## src/hw/rtl/lcr_pkg.sv

```systemverilog
// Shared types, constants and codes for the load cell reader.
`default_nettype none

package lcr_pkg;

   localparam int DATA_BITS = 24;

   localparam int RAW_W   = 24;
   localparam int FORCE_W = 19;
   localparam int SCALE_W = 24;
   localparam int ANGLE_W = 8;
   localparam int TMO_W   = 16;
   localparam int CSR_W   = 24;
   localparam int PROD_W  = RAW_W + SCALE_W;
   localparam int MG_W    = PROD_W - 16;
   localparam int G_W     = 10;
   localparam int FQ_W    = MG_W + G_W;
   localparam int OFF_W   = 11;

   typedef logic [RAW_W-1:0]   raw_type;
   typedef logic [FORCE_W-1:0] force_type;
   typedef logic [SCALE_W-1:0] scale_type;
   typedef logic [ANGLE_W-1:0] angle_type;
   typedef logic [TMO_W-1:0]   tmo_type;
   typedef logic [CSR_W-1:0]   csr_data_type;
   typedef logic [PROD_W-1:0]  prod_type;
   typedef logic [MG_W-1:0]    mg_type;
   typedef logic [FQ_W-1:0]    fq_type;
   typedef logic [OFF_W-1:0]   off_type;
   typedef logic [1:0]         csr_idx_type;

   localparam csr_idx_type CSR_TARE    = 2'd0;
   localparam csr_idx_type CSR_SCALE   = 2'd1;
   localparam csr_idx_type CSR_ANGLE   = 2'd2;
   localparam csr_idx_type CSR_TIMEOUT = 2'd3;

   localparam raw_type   TARE_RST    = 24'd7933904;
   localparam scale_type SCALE_RST   = 24'd143911;
   localparam angle_type ANGLE_RST   = 8'd90;
   localparam tmo_type   TIMEOUT_RST = 16'd200;

   localparam logic [G_W-1:0] G_Q16     = 10'd643;
   localparam angle_type      ANGLE_A   = 8'd120;
   localparam angle_type      ANGLE_B   = 8'd150;
   localparam off_type        OFFSET_A  = 11'd1000;
   localparam off_type        OFFSET_B  = 11'd1700;
   localparam force_type      FORCE_MAX = 19'd524287;

   typedef struct packed {
      logic start_req;
      logic dt_level;
      logic ms_tick;
   } req_type;

   typedef struct packed {
      logic      sck;
      logic      done_res;
      logic      timed_out;
      raw_type   raw_count;
      force_type force_mn;
   } rsp_type;

   typedef enum logic [5:0] {
      PH_IDLE       = 6'b000001,
      PH_WAIT       = 6'b000010,
      PH_BIT_HIGH   = 6'b000100,
      PH_BIT_LOW    = 6'b001000,
      PH_EXTRA_HIGH = 6'b010000,
      PH_EXTRA_LOW  = 6'b100000
   } phase_type;

   typedef enum logic [3:0] {
      SEQ_RUN   = 4'b0001,
      SEQ_PROD  = 4'b0010,
      SEQ_SCALE = 4'b0100,
      SEQ_TRIM  = 4'b1000
   } seq_type;

   typedef struct packed {
      logic take;
      logic sck;
      logic shift_clr;
      logic shift_left;
      logic shift_in;
      logic wait_clr;
      logic wait_inc;
      logic finish_data;
      logic finish_tout;
      logic load_prod;
      logic load_scale;
      logic load_force;
   } cmd_type;

   typedef struct packed {
      logic wait_full;
   } stat_type;

endpackage

`default_nettype wire

```

## src/hw/rtl/lcr_ctrl.sv

```systemverilog
// Controller: serial link phase machine, bit counter, scaling sequencer and handshake.
`default_nettype none

module lcr_ctrl #(
   parameter int DATA_BITS = lcr_pkg::DATA_BITS
) (
   input  wire                logic     clock,
   input  wire                logic     reset,
   input  wire                logic     req_valid,
   output logic                         req_ready,
   input  wire                lcr_pkg::req_type req_data,
   output logic                         rsp_valid,
   input  wire                logic     rsp_ready,
   input  wire                lcr_pkg::stat_type stat,
   output lcr_pkg::cmd_type             cmd
);

   localparam int CntW = $clog2(DATA_BITS);

   lcr_pkg::phase_type phase_ff, phase_in;
   lcr_pkg::seq_type   seq_ff, seq_in;
   logic [CntW-1:0]    bit_cnt_ff, bit_cnt_in;
   logic               rsp_valid_ff, rsp_valid_in;
   logic               take;
   logic               finish;
   logic               bit_last;

   assign req_ready = (seq_ff == lcr_pkg::SEQ_RUN) && (!rsp_valid_ff || rsp_ready);
   assign rsp_valid = rsp_valid_ff;
   assign take      = req_valid && req_ready;
   assign bit_last  = (bit_cnt_ff == CntW'(DATA_BITS - 1));

   always_comb begin
      cmd            = '0;
      cmd.take       = take;
      cmd.load_prod  = (seq_ff == lcr_pkg::SEQ_PROD);
      cmd.load_scale = (seq_ff == lcr_pkg::SEQ_SCALE);
      cmd.load_force = (seq_ff == lcr_pkg::SEQ_TRIM);
      phase_in       = phase_ff;
      bit_cnt_in     = bit_cnt_ff;
      if (take) begin
         case (phase_ff)
            lcr_pkg::PH_IDLE: begin
               if (req_data.start_req) begin
                  phase_in      = lcr_pkg::PH_WAIT;
                  cmd.wait_clr  = 1'b1;
                  cmd.shift_clr = 1'b1;
                  bit_cnt_in    = '0;
               end
            end
            lcr_pkg::PH_WAIT: begin
               if (!req_data.dt_level) begin
                  phase_in      = lcr_pkg::PH_BIT_HIGH;
                  cmd.shift_clr = 1'b1;
                  bit_cnt_in    = '0;
               end else if (req_data.ms_tick) begin
                  if (stat.wait_full) begin
                     phase_in        = lcr_pkg::PH_IDLE;
                     cmd.finish_tout = 1'b1;
                     cmd.wait_clr    = 1'b1;
                     bit_cnt_in      = '0;
                  end else begin
                     cmd.wait_inc = 1'b1;
                  end
               end
            end
            lcr_pkg::PH_BIT_HIGH: begin
               cmd.sck        = 1'b1;
               cmd.shift_left = 1'b1;
               phase_in       = lcr_pkg::PH_BIT_LOW;
            end
            lcr_pkg::PH_BIT_LOW: begin
               cmd.shift_in = 1'b1;
               bit_cnt_in   = bit_cnt_ff + 1'b1;
               phase_in     = bit_last ? lcr_pkg::PH_EXTRA_HIGH : lcr_pkg::PH_BIT_HIGH;
            end
            lcr_pkg::PH_EXTRA_HIGH: begin
               cmd.sck  = 1'b1;
               phase_in = lcr_pkg::PH_EXTRA_LOW;
            end
            lcr_pkg::PH_EXTRA_LOW: begin
               cmd.finish_data = 1'b1;
               cmd.wait_clr    = 1'b1;
               bit_cnt_in      = '0;
               phase_in        = lcr_pkg::PH_IDLE;
            end
            default: begin
               phase_in = lcr_pkg::PH_IDLE;
            end
         endcase
      end
   end

   assign finish = cmd.finish_data || cmd.finish_tout;

   // hold the result beat until taken; a completing tick runs the scaling steps first
   always_comb begin
      seq_in       = seq_ff;
      rsp_valid_in = rsp_valid_ff;
      case (seq_ff)
         lcr_pkg::SEQ_RUN: begin
            if (take) begin
               if (finish) begin
                  seq_in       = lcr_pkg::SEQ_PROD;
                  rsp_valid_in = 1'b0;
               end else begin
                  rsp_valid_in = 1'b1;
               end
            end else if (rsp_ready) begin
               rsp_valid_in = 1'b0;
            end
         end
         lcr_pkg::SEQ_PROD: begin
            seq_in = lcr_pkg::SEQ_SCALE;
         end
         lcr_pkg::SEQ_SCALE: begin
            seq_in = lcr_pkg::SEQ_TRIM;
         end
         lcr_pkg::SEQ_TRIM: begin
            seq_in       = lcr_pkg::SEQ_RUN;
            rsp_valid_in = 1'b1;
         end
         default: begin
            seq_in       = lcr_pkg::SEQ_RUN;
            rsp_valid_in = 1'b0;
         end
      endcase
   end

   always_ff @(posedge clock) begin
      if (reset) begin
         phase_ff     <= lcr_pkg::PH_IDLE;
         seq_ff       <= lcr_pkg::SEQ_RUN;
         bit_cnt_ff   <= '0;
         rsp_valid_ff <= 1'b0;
      end else begin
         phase_ff     <= phase_in;
         seq_ff       <= seq_in;
         bit_cnt_ff   <= bit_cnt_in;
         rsp_valid_ff <= rsp_valid_in;
      end
   end

   a_finish_starts_scaling : assert property (@(posedge clock) disable iff (reset)
      (take && finish) |=> (seq_ff == lcr_pkg::SEQ_PROD) && !rsp_valid_ff)
      else $error("completing beat did not start the scaling steps");

   a_trim_presents : assert property (@(posedge clock) disable iff (reset)
      (seq_ff == lcr_pkg::SEQ_TRIM) |=> rsp_valid_ff && (seq_ff == lcr_pkg::SEQ_RUN))
      else $error("scaled result was not presented");

   a_plain_beat_presents : assert property (@(posedge clock) disable iff (reset)
      (take && !finish) |=> rsp_valid_ff)
      else $error("plain beat produced no result");

   a_last_bit : assert property (@(posedge clock) disable iff (reset)
      (take && (phase_ff == lcr_pkg::PH_BIT_LOW) && bit_last)
         |=> (phase_ff == lcr_pkg::PH_EXTRA_HIGH))
      else $error("last data bit did not lead to the extra pulse");

   a_busy_blocks_input : assert property (@(posedge clock) disable iff (reset)
      (seq_ff != lcr_pkg::SEQ_RUN) |-> !req_ready)
      else $error("input accepted during scaling");

endmodule

`default_nettype wire

```

## src/hw/rtl/lcr_dp.sv

```systemverilog
// Datapath: settings, shift register, wait counter, force scaling and result register.
`default_nettype none

module lcr_dp #(
   parameter int DATA_BITS = lcr_pkg::DATA_BITS
) (
   input  wire                logic     clock,
   input  wire                logic     reset,
   input  wire                logic     csr_we,
   input  wire                lcr_pkg::csr_idx_type  csr_index,
   input  wire                lcr_pkg::csr_data_type csr_wdata,
   input  wire                lcr_pkg::req_type      req_data,
   input  wire                lcr_pkg::cmd_type      cmd,
   output lcr_pkg::stat_type                         stat,
   output lcr_pkg::rsp_type                          rsp_data
);

   localparam logic [DATA_BITS-1:0] TopBit = {1'b1, {(DATA_BITS-1){1'b0}}};

   lcr_pkg::raw_type    tare_ff;
   lcr_pkg::scale_type  scale_ff;
   lcr_pkg::angle_type  angle_ff;
   lcr_pkg::tmo_type    tmo_ff;

   logic [DATA_BITS-1:0] shift_ff, shift_in;
   lcr_pkg::tmo_type     wait_ff, wait_in;
   logic                 neg_ff, neg_in;
   lcr_pkg::raw_type     dmag_ff, dmag_in;
   lcr_pkg::prod_type    prod_ff, prod_in;
   lcr_pkg::fq_type      f_ff, f_in;
   lcr_pkg::rsp_type     out_ff, out_in;

   logic [DATA_BITS-1:0] raw_full;
   lcr_pkg::raw_type     raw_sel;
   lcr_pkg::mg_type      mg;
   lcr_pkg::off_type     off;
   lcr_pkg::fq_type      off_q16;
   lcr_pkg::fq_type      f_diff;
   logic [lcr_pkg::FQ_W-17:0] f_int;
   lcr_pkg::force_type   force_val;

   assign stat.wait_full = (wait_ff >= tmo_ff);
   assign rsp_data       = out_ff;

   always_ff @(posedge clock) begin
      if (reset) begin
         tare_ff  <= lcr_pkg::TARE_RST;
         scale_ff <= lcr_pkg::SCALE_RST;
         angle_ff <= lcr_pkg::ANGLE_RST;
         tmo_ff   <= lcr_pkg::TIMEOUT_RST;
      end else if (csr_we) begin
         case (csr_index)
            lcr_pkg::CSR_TARE:    tare_ff  <= lcr_pkg::raw_type'(csr_wdata);
            lcr_pkg::CSR_SCALE:   scale_ff <= lcr_pkg::scale_type'(csr_wdata);
            lcr_pkg::CSR_ANGLE:   angle_ff <= lcr_pkg::angle_type'(csr_wdata);
            lcr_pkg::CSR_TIMEOUT: tmo_ff   <= lcr_pkg::tmo_type'(csr_wdata);
            default: ;
         endcase
      end
   end

   always_comb begin
      shift_in = shift_ff;
      if (cmd.shift_clr) begin
         shift_in = '0;
      end else if (cmd.shift_left) begin
         shift_in = {shift_ff[DATA_BITS-2:0], 1'b0};
      end else if (cmd.shift_in) begin
         shift_in = {shift_ff[DATA_BITS-1:1], shift_ff[0] | req_data.dt_level};
      end
      wait_in = wait_ff;
      if (cmd.wait_clr) begin
         wait_in = '0;
      end else if (cmd.wait_inc) begin
         wait_in = wait_ff + 1'b1;
      end
   end

   // flip the sign bit, keep the low field bits
   assign raw_full = shift_ff ^ TopBit;
   assign raw_sel  = cmd.finish_data ? lcr_pkg::raw_type'(raw_full) : '0;

   always_comb begin
      neg_in  = (raw_sel < tare_ff);
      dmag_in = neg_in ? (tare_ff - raw_sel) : (raw_sel - tare_ff);
   end

   assign prod_in = lcr_pkg::prod_type'(dmag_ff) * lcr_pkg::prod_type'(scale_ff);
   assign mg      = prod_ff[lcr_pkg::PROD_W-1:16];
   assign f_in    = lcr_pkg::fq_type'(mg) * lcr_pkg::fq_type'(lcr_pkg::G_Q16);

   always_comb begin
      if (angle_ff == lcr_pkg::ANGLE_A) begin
         off = lcr_pkg::OFFSET_A;
      end else if (angle_ff == lcr_pkg::ANGLE_B) begin
         off = lcr_pkg::OFFSET_B;
      end else begin
         off = '0;
      end
      off_q16 = lcr_pkg::fq_type'({off, 16'b0});
      f_diff  = f_ff - off_q16;
      f_int   = f_diff[lcr_pkg::FQ_W-1:16];
      if (neg_ff || (f_ff <= off_q16)) begin
         force_val = '0;
      end else if (f_int > {{(lcr_pkg::FQ_W-16-lcr_pkg::FORCE_W){1'b0}}, lcr_pkg::FORCE_MAX}) begin
         force_val = lcr_pkg::FORCE_MAX;
      end else begin
         force_val = f_int[lcr_pkg::FORCE_W-1:0];
      end
   end

   always_comb begin
      out_in = out_ff;
      if (cmd.take) begin
         out_in.sck       = cmd.sck;
         out_in.done_res  = cmd.finish_data || cmd.finish_tout;
         out_in.timed_out = cmd.finish_tout;
         out_in.raw_count = raw_sel;
         out_in.force_mn  = '0;
      end else if (cmd.load_force) begin
         out_in.force_mn = force_val;
      end
   end

   always_ff @(posedge clock) begin
      if (reset) begin
         shift_ff <= '0;
         wait_ff  <= '0;
      end else begin
         shift_ff <= shift_in;
         wait_ff  <= wait_in;
      end
   end

   always_ff @(posedge clock) begin
      out_ff <= out_in;
      if (cmd.take && (cmd.finish_data || cmd.finish_tout)) begin
         neg_ff  <= neg_in;
         dmag_ff <= dmag_in;
      end
      if (cmd.load_prod) begin
         prod_ff <= prod_in;
      end
      if (cmd.load_scale) begin
         f_ff <= f_in;
      end
   end

endmodule

`default_nettype wire

```

## src/hw/rtl/load_cell_reader_force_scaler.sv

```systemverilog
// Load cell reader with force scaling: top level.
//
// Each input beat on req_ (valid/ready) is one tick of the serial link: start
// request, sampled data pin level and millisecond strobe. Each beat yields
// exactly one result beat on rsp_: the clock pin level for that tick, and on
// the tick a reading completes, done_res, timed_out, raw_count and force_mn.
// Settings are written by the user through csr_we/csr_index/csr_wdata only
// while idle, which the block does not enforce: 0 tare count, 1 scale (Q16
// mg per count), 2 arm angle, 3 timeout in ms.
//
// An ordinary tick presents its result in the cycle after acceptance. A
// completing tick runs its scaling steps in order: the 24x24 scale multiply,
// the multiply by 643 and the offset/clamp step each have a register stage.
// Beats are taken one per cycle while the receiver keeps up; the input is
// held off during those steps. A result waiting on a stalled receiver holds;
// a new beat is accepted in the same cycle the waiting one is taken.
// Reset (synchronous) returns to idle and loads the default settings; the
// result register, serial clock level included, is not reset.
`default_nettype none

module load_cell_reader_force_scaler #(
   parameter int DATA_BITS = lcr_pkg::DATA_BITS
) (
   input  wire                logic                  clock,
   input  wire                logic                  reset,
   input  wire                logic                  req_valid,
   output logic                                      req_ready,
   input  wire                lcr_pkg::req_type      req_data,
   output logic                                      rsp_valid,
   input  wire                logic                  rsp_ready,
   output lcr_pkg::rsp_type                          rsp_data,
   input  wire                logic                  csr_we,
   input  wire                lcr_pkg::csr_idx_type  csr_index,
   input  wire                lcr_pkg::csr_data_type csr_wdata
);

   lcr_pkg::cmd_type  cmd;
   lcr_pkg::stat_type stat;

   lcr_ctrl #(
      .DATA_BITS (DATA_BITS)
   ) u_ctrl (
      .clock     (clock),
      .reset     (reset),
      .req_valid (req_valid),
      .req_ready (req_ready),
      .req_data  (req_data),
      .rsp_valid (rsp_valid),
      .rsp_ready (rsp_ready),
      .stat      (stat),
      .cmd       (cmd)
   );

   lcr_dp #(
      .DATA_BITS (DATA_BITS)
   ) u_dp (
      .clock     (clock),
      .reset     (reset),
      .csr_we    (csr_we),
      .csr_index (csr_index),
      .csr_wdata (csr_wdata),
      .req_data  (req_data),
      .cmd       (cmd),
      .stat      (stat),
      .rsp_data  (rsp_data)
   );

endmodule

`default_nettype wire
```

## config.mk

```make
export PLATFORM = sky130hd
export DESIGN_NAME = load_cell_reader_force_scaler
export DESIGN_NICKNAME = d
export VERILOG_FILES = /design/src/hw/rtl/lcr_pkg.sv /design/src/hw/rtl/lcr_ctrl.sv /design/src/hw/rtl/lcr_dp.sv /design/src/hw/rtl/load_cell_reader_force_scaler.sv
export SDC_FILE = /design/constraint.sdc
export NUM_CORES = 2
export LEC_CHECK = 0
export ABC_CLOCK_PERIOD_IN_PS = 8200
export BUFFER_PORTS_ARGS = -buffer_cell sky130_fd_sc_hd__buf_2
export CAP_MARGIN = 25
export CORE_MARGIN = 4
export CORE_UTILIZATION = 30
export CTS_CLUSTER_SIZE = 12
export DETAILED_ROUTE_END_ITERATION = 10
export GPL_TIMING_DRIVEN = 0
export PLACE_DENSITY_LB_ADDON = 0.1
export SYNTH_ARGS = -nofsm -noshare
export SYNTH_HDL_FRONTEND = slang
export SYNTH_SLANG_ARGS = --single-unit
```

## constraint.sdc

```tcl
create_clock -name clock -period 8.2 [get_ports clock]
set_input_delay 1.64 -clock clock [delete_from_list [all_inputs] [get_ports clock]]
set_output_delay 1.64 -clock clock [all_outputs]
set_load 0.01 [all_outputs]
```

==> results.toml <==
[run_status]
status = "completed"

[final_layout]
final_nets = 5158
drive_gt1_frac = 0.0645
final_area_um2 = 40600
area.growth.synth_to_final_pct = 10.8
ff_latch_area_um2 = 6730
fillerInstances = 12800
fin_cells = 5834
multi_input_area_um2 = 26100

[sta]
finalSetupViolCount = 0
whs_ps = 449
hold_violations = 0
max_freq_mhz = 125
drv_slew = 0
setup_tns_ps = 0
rsz0062_at_grt = "yes"
finClkSkew_ps = 40.4
worst_pin_slew_ps = 871
finalCriticalPeriod_ps = 7990
period_share = 0.975
max_slew_margin = 0.418

[synth]
ys_ff_latch = 273
synth_edf_count = 126
netlist_top_cells_area = "fa_1 29%, ha_1 14%, edfxtp_1 10%"
synthesis.area_um2 = 36600
synth.most_common_cell = "inv_1"
synth_fp_nets = 5027
async_reset_ff_frac = 0
seq_area_frac_synth = 0.184
synth_top_area_share = 0.290
synth_area_leader_cell = "fa_1"
synthTopCellsByCount = "851 x inv_1, 551 x nand2_1, 531 x fa_1, 402 x ha_1, 309 x and2_1"
synth_area_per_cell_um2 = 9.02
yosys.cell_types.count = 91
yosysWarnings = 0
syn_inst = 4060
yosys_most_used_dff = "dfxtp_1"

[place]
placed_area_um2 = 39200
place_inst = 5761
io_buffers = 79
globalplace.congestion = 0.866
hpwlAfterDp_mm = 99.9

[setup_path]
critPathLaunch = "u_dp.scale_ff[23]"
required_ps = 8550
critPathLaunchType = "flip-flop"
critPathArrivalTime_ps = 8340
crit-reg2reg-launch = "u_dp.scale_ff[23]"
path_max_fanout = 10
end_kind = "flip-flop"
crit_type = "flip-flop to flip-flop"

[power_and_ir_drop]
power_density_nw_per_um2 = 180
ir_drop_mv = 0.180
seq_power_share = 0.226
p_leak_nw = 19.5
p_int_w = 0.00424
combinationalPowerShare = 0.544
clkPwrFrac = 0.230
switchingPower_w = 0.00307
swShare = 0.420

[global_routing]
overflow = 0
grt_pass1_wl_mm = 180
track_usage = 0.189
grt_max_degree = 28
antenna_found_initial = 6
grt_pass1_vias = 28400

[routing]
via_count = 26600
wl_per_cell_um = 20.4
drc = 0
via_per_inst = 4.57
first_pass_iters = 5
routed_wl_mm = 119
ant_nets = 0
first_iter_violations = 1323

[clock_tree]
cts_tree = "yes"
cts.path.max_buffers = 3
cts_made_buffers = 37
root_buffer = "clkbuf_16"
clkSinkCount = 273
clk_pin_slew_ps = 60
insertion_delay_ps = 600
h-tree-depth = 2

[hold_path]
hold_start = "u_dp.rsp_data[15]"
hold_path.class = "flip-flop to flip-flop"

[die]
rows = 127
die_y_um = 357
dieWidth_um = 357
core-area_um2 = 121000
design.die.area_um2 = 128000
io_pins = 82
start_util = 0.304

[run]
drv_cap = 0
-- critical path, stage by stage (launching register included) --
cell and delay [ps]:
dfxtp_1 600, clkbuf_2 420, and2_1 310, fa_1 520, inv_1 110, fa_1 420, fa_1 460, fa_1 490
inv_1 50, fa_1 470, fa_1 530, inv_1 60, fa_1 570, inv_1 80, ha_1 370, and4_1 250
nand2_1 60, nor2_1 110, inv_1 130, or4_1 640, o2111a_1 230, nor3_1 190, a2111o_1 200, a21oi_1 120
xnor2_2 360
-- power by group through the flow --
| stage | sequential, W | clock, W | combinational, W |
|---|---|---|---|
| 2_1_floorplan | 0.00167 | 0 | 0.00286 |
| 3_3_place_gp | 0.00168 | 0 | 0.00402 |
| 3_5_place_dp | 0.00168 | 0 | 0.00399 |
| 4_1_cts | 0.00165 | 0.00175 | 0.00402 |
| 5_1_grt | 0.00165 | 0.00181 | 0.00453 |
| 6_report | 0.00165 | 0.00168 | 0.00398 |
-- metal layers --
metal	track usage	vias up	wire length, um
met5	0	-	0
met4	0.0628	0	4720
met3	0.0243	155	4530
met2	0.328	507	57400
met1	0.243	13000	52300
li1	-	13000	-
-- metrics by stage --
| step | total power, W | setup slack (ps) | util |
|---|---|---|---|
| after global placement | 0.00570 | -517 | 0.324 |
| after CTS | 0.00743 | 4.70 | 0.336 |
| after detailed placement | 0.00567 | -482 | 0.325 |
| after floorplan | 0.00453 | 1390 | - |
| after global routing | 0.00799 | -8.40 | 0.336 |
| final | 0.00732 | 209 | 0.337 |
-- registers in the layout (all words and copies together) (netlist names) --
signal and cells:
u_dp.scale_ff 24, u_dp.tmo_ff 16, u_dp.angle_ff 8, u_dp.f_ff 42, u_dp.neg_ff 1, u_dp.wait_ff 16, u_dp.dmag_ff 24, u_ctrl.bit_cnt_ff 5
u_ctrl.seq_ff 4, u_dp.prod_ff 32, u_ctrl.rsp_valid 1, u_ctrl.phase_ff 6, u_dp.shift_ff 24, u_dp.rsp_data 46, u_dp.tare_ff 24
-- worst paths after layout --
kind                                          end  slack (ps)  cells after the start
worst max-delay path             u_dp.prod_ff[47]         210                     24
worst min-delay path            u_dp.rsp_data[15]         450                      2
worst min register to register  u_dp.rsp_data[15]         450                      2
worst max register to register   u_dp.prod_ff[47]         210                     24
-- placed cells by master, fill, tap and decap left out, types with 39 or more instances in the layout --
master	instances
ha_1	402
fa_1	531
dfxtp_1	142
buf_2	92
xnor2_1	71
nor2_1	101
clkbuf_1	98
nand2_1	551
a21oi_1	187
clkbuf_2	62
and2_1	309
xor2_1	49
o21ai_0	72
a21o_1	53
edfxtp_1	126
inv_1	851
clkbuf_16	39
-- kinds of logic after synthesis --
group,Yosys count,synth area share
adder cells (fa/ha/maj),933,0.428
multiplexers,17,0.00471
flip-flops,273,0.184
AND/OR/NAND/NOR,1192,0.160
buffers and inverters,1021,0.106
XOR/XNOR,123,0.0294
AO/OA/AOI/OAI,501,0.0891
-- area by class of cell --
class	count	share of cell area
multi-input combinational	2766	0.642
timing repair buffer	95	0.0141
tap	1612	0.0497
clock buffer	53	0.0258
sequential	273	0.166
antenna	2	0.000123
clock inverter	15	0.00493
buffer	167	0.0184
inverter	851	0.0787
-- repair_timing --
item                                    in CTS  in global routing
buffers inserted                             0                  4
endpoints found under the hold margin        0                  0
hold buffers                                 0                  0
pin swaps                                    0                  0
resized for setup                           35                 79
endpoints found under the setup margin      12                  6
Power figures use the tool's default switching activity.
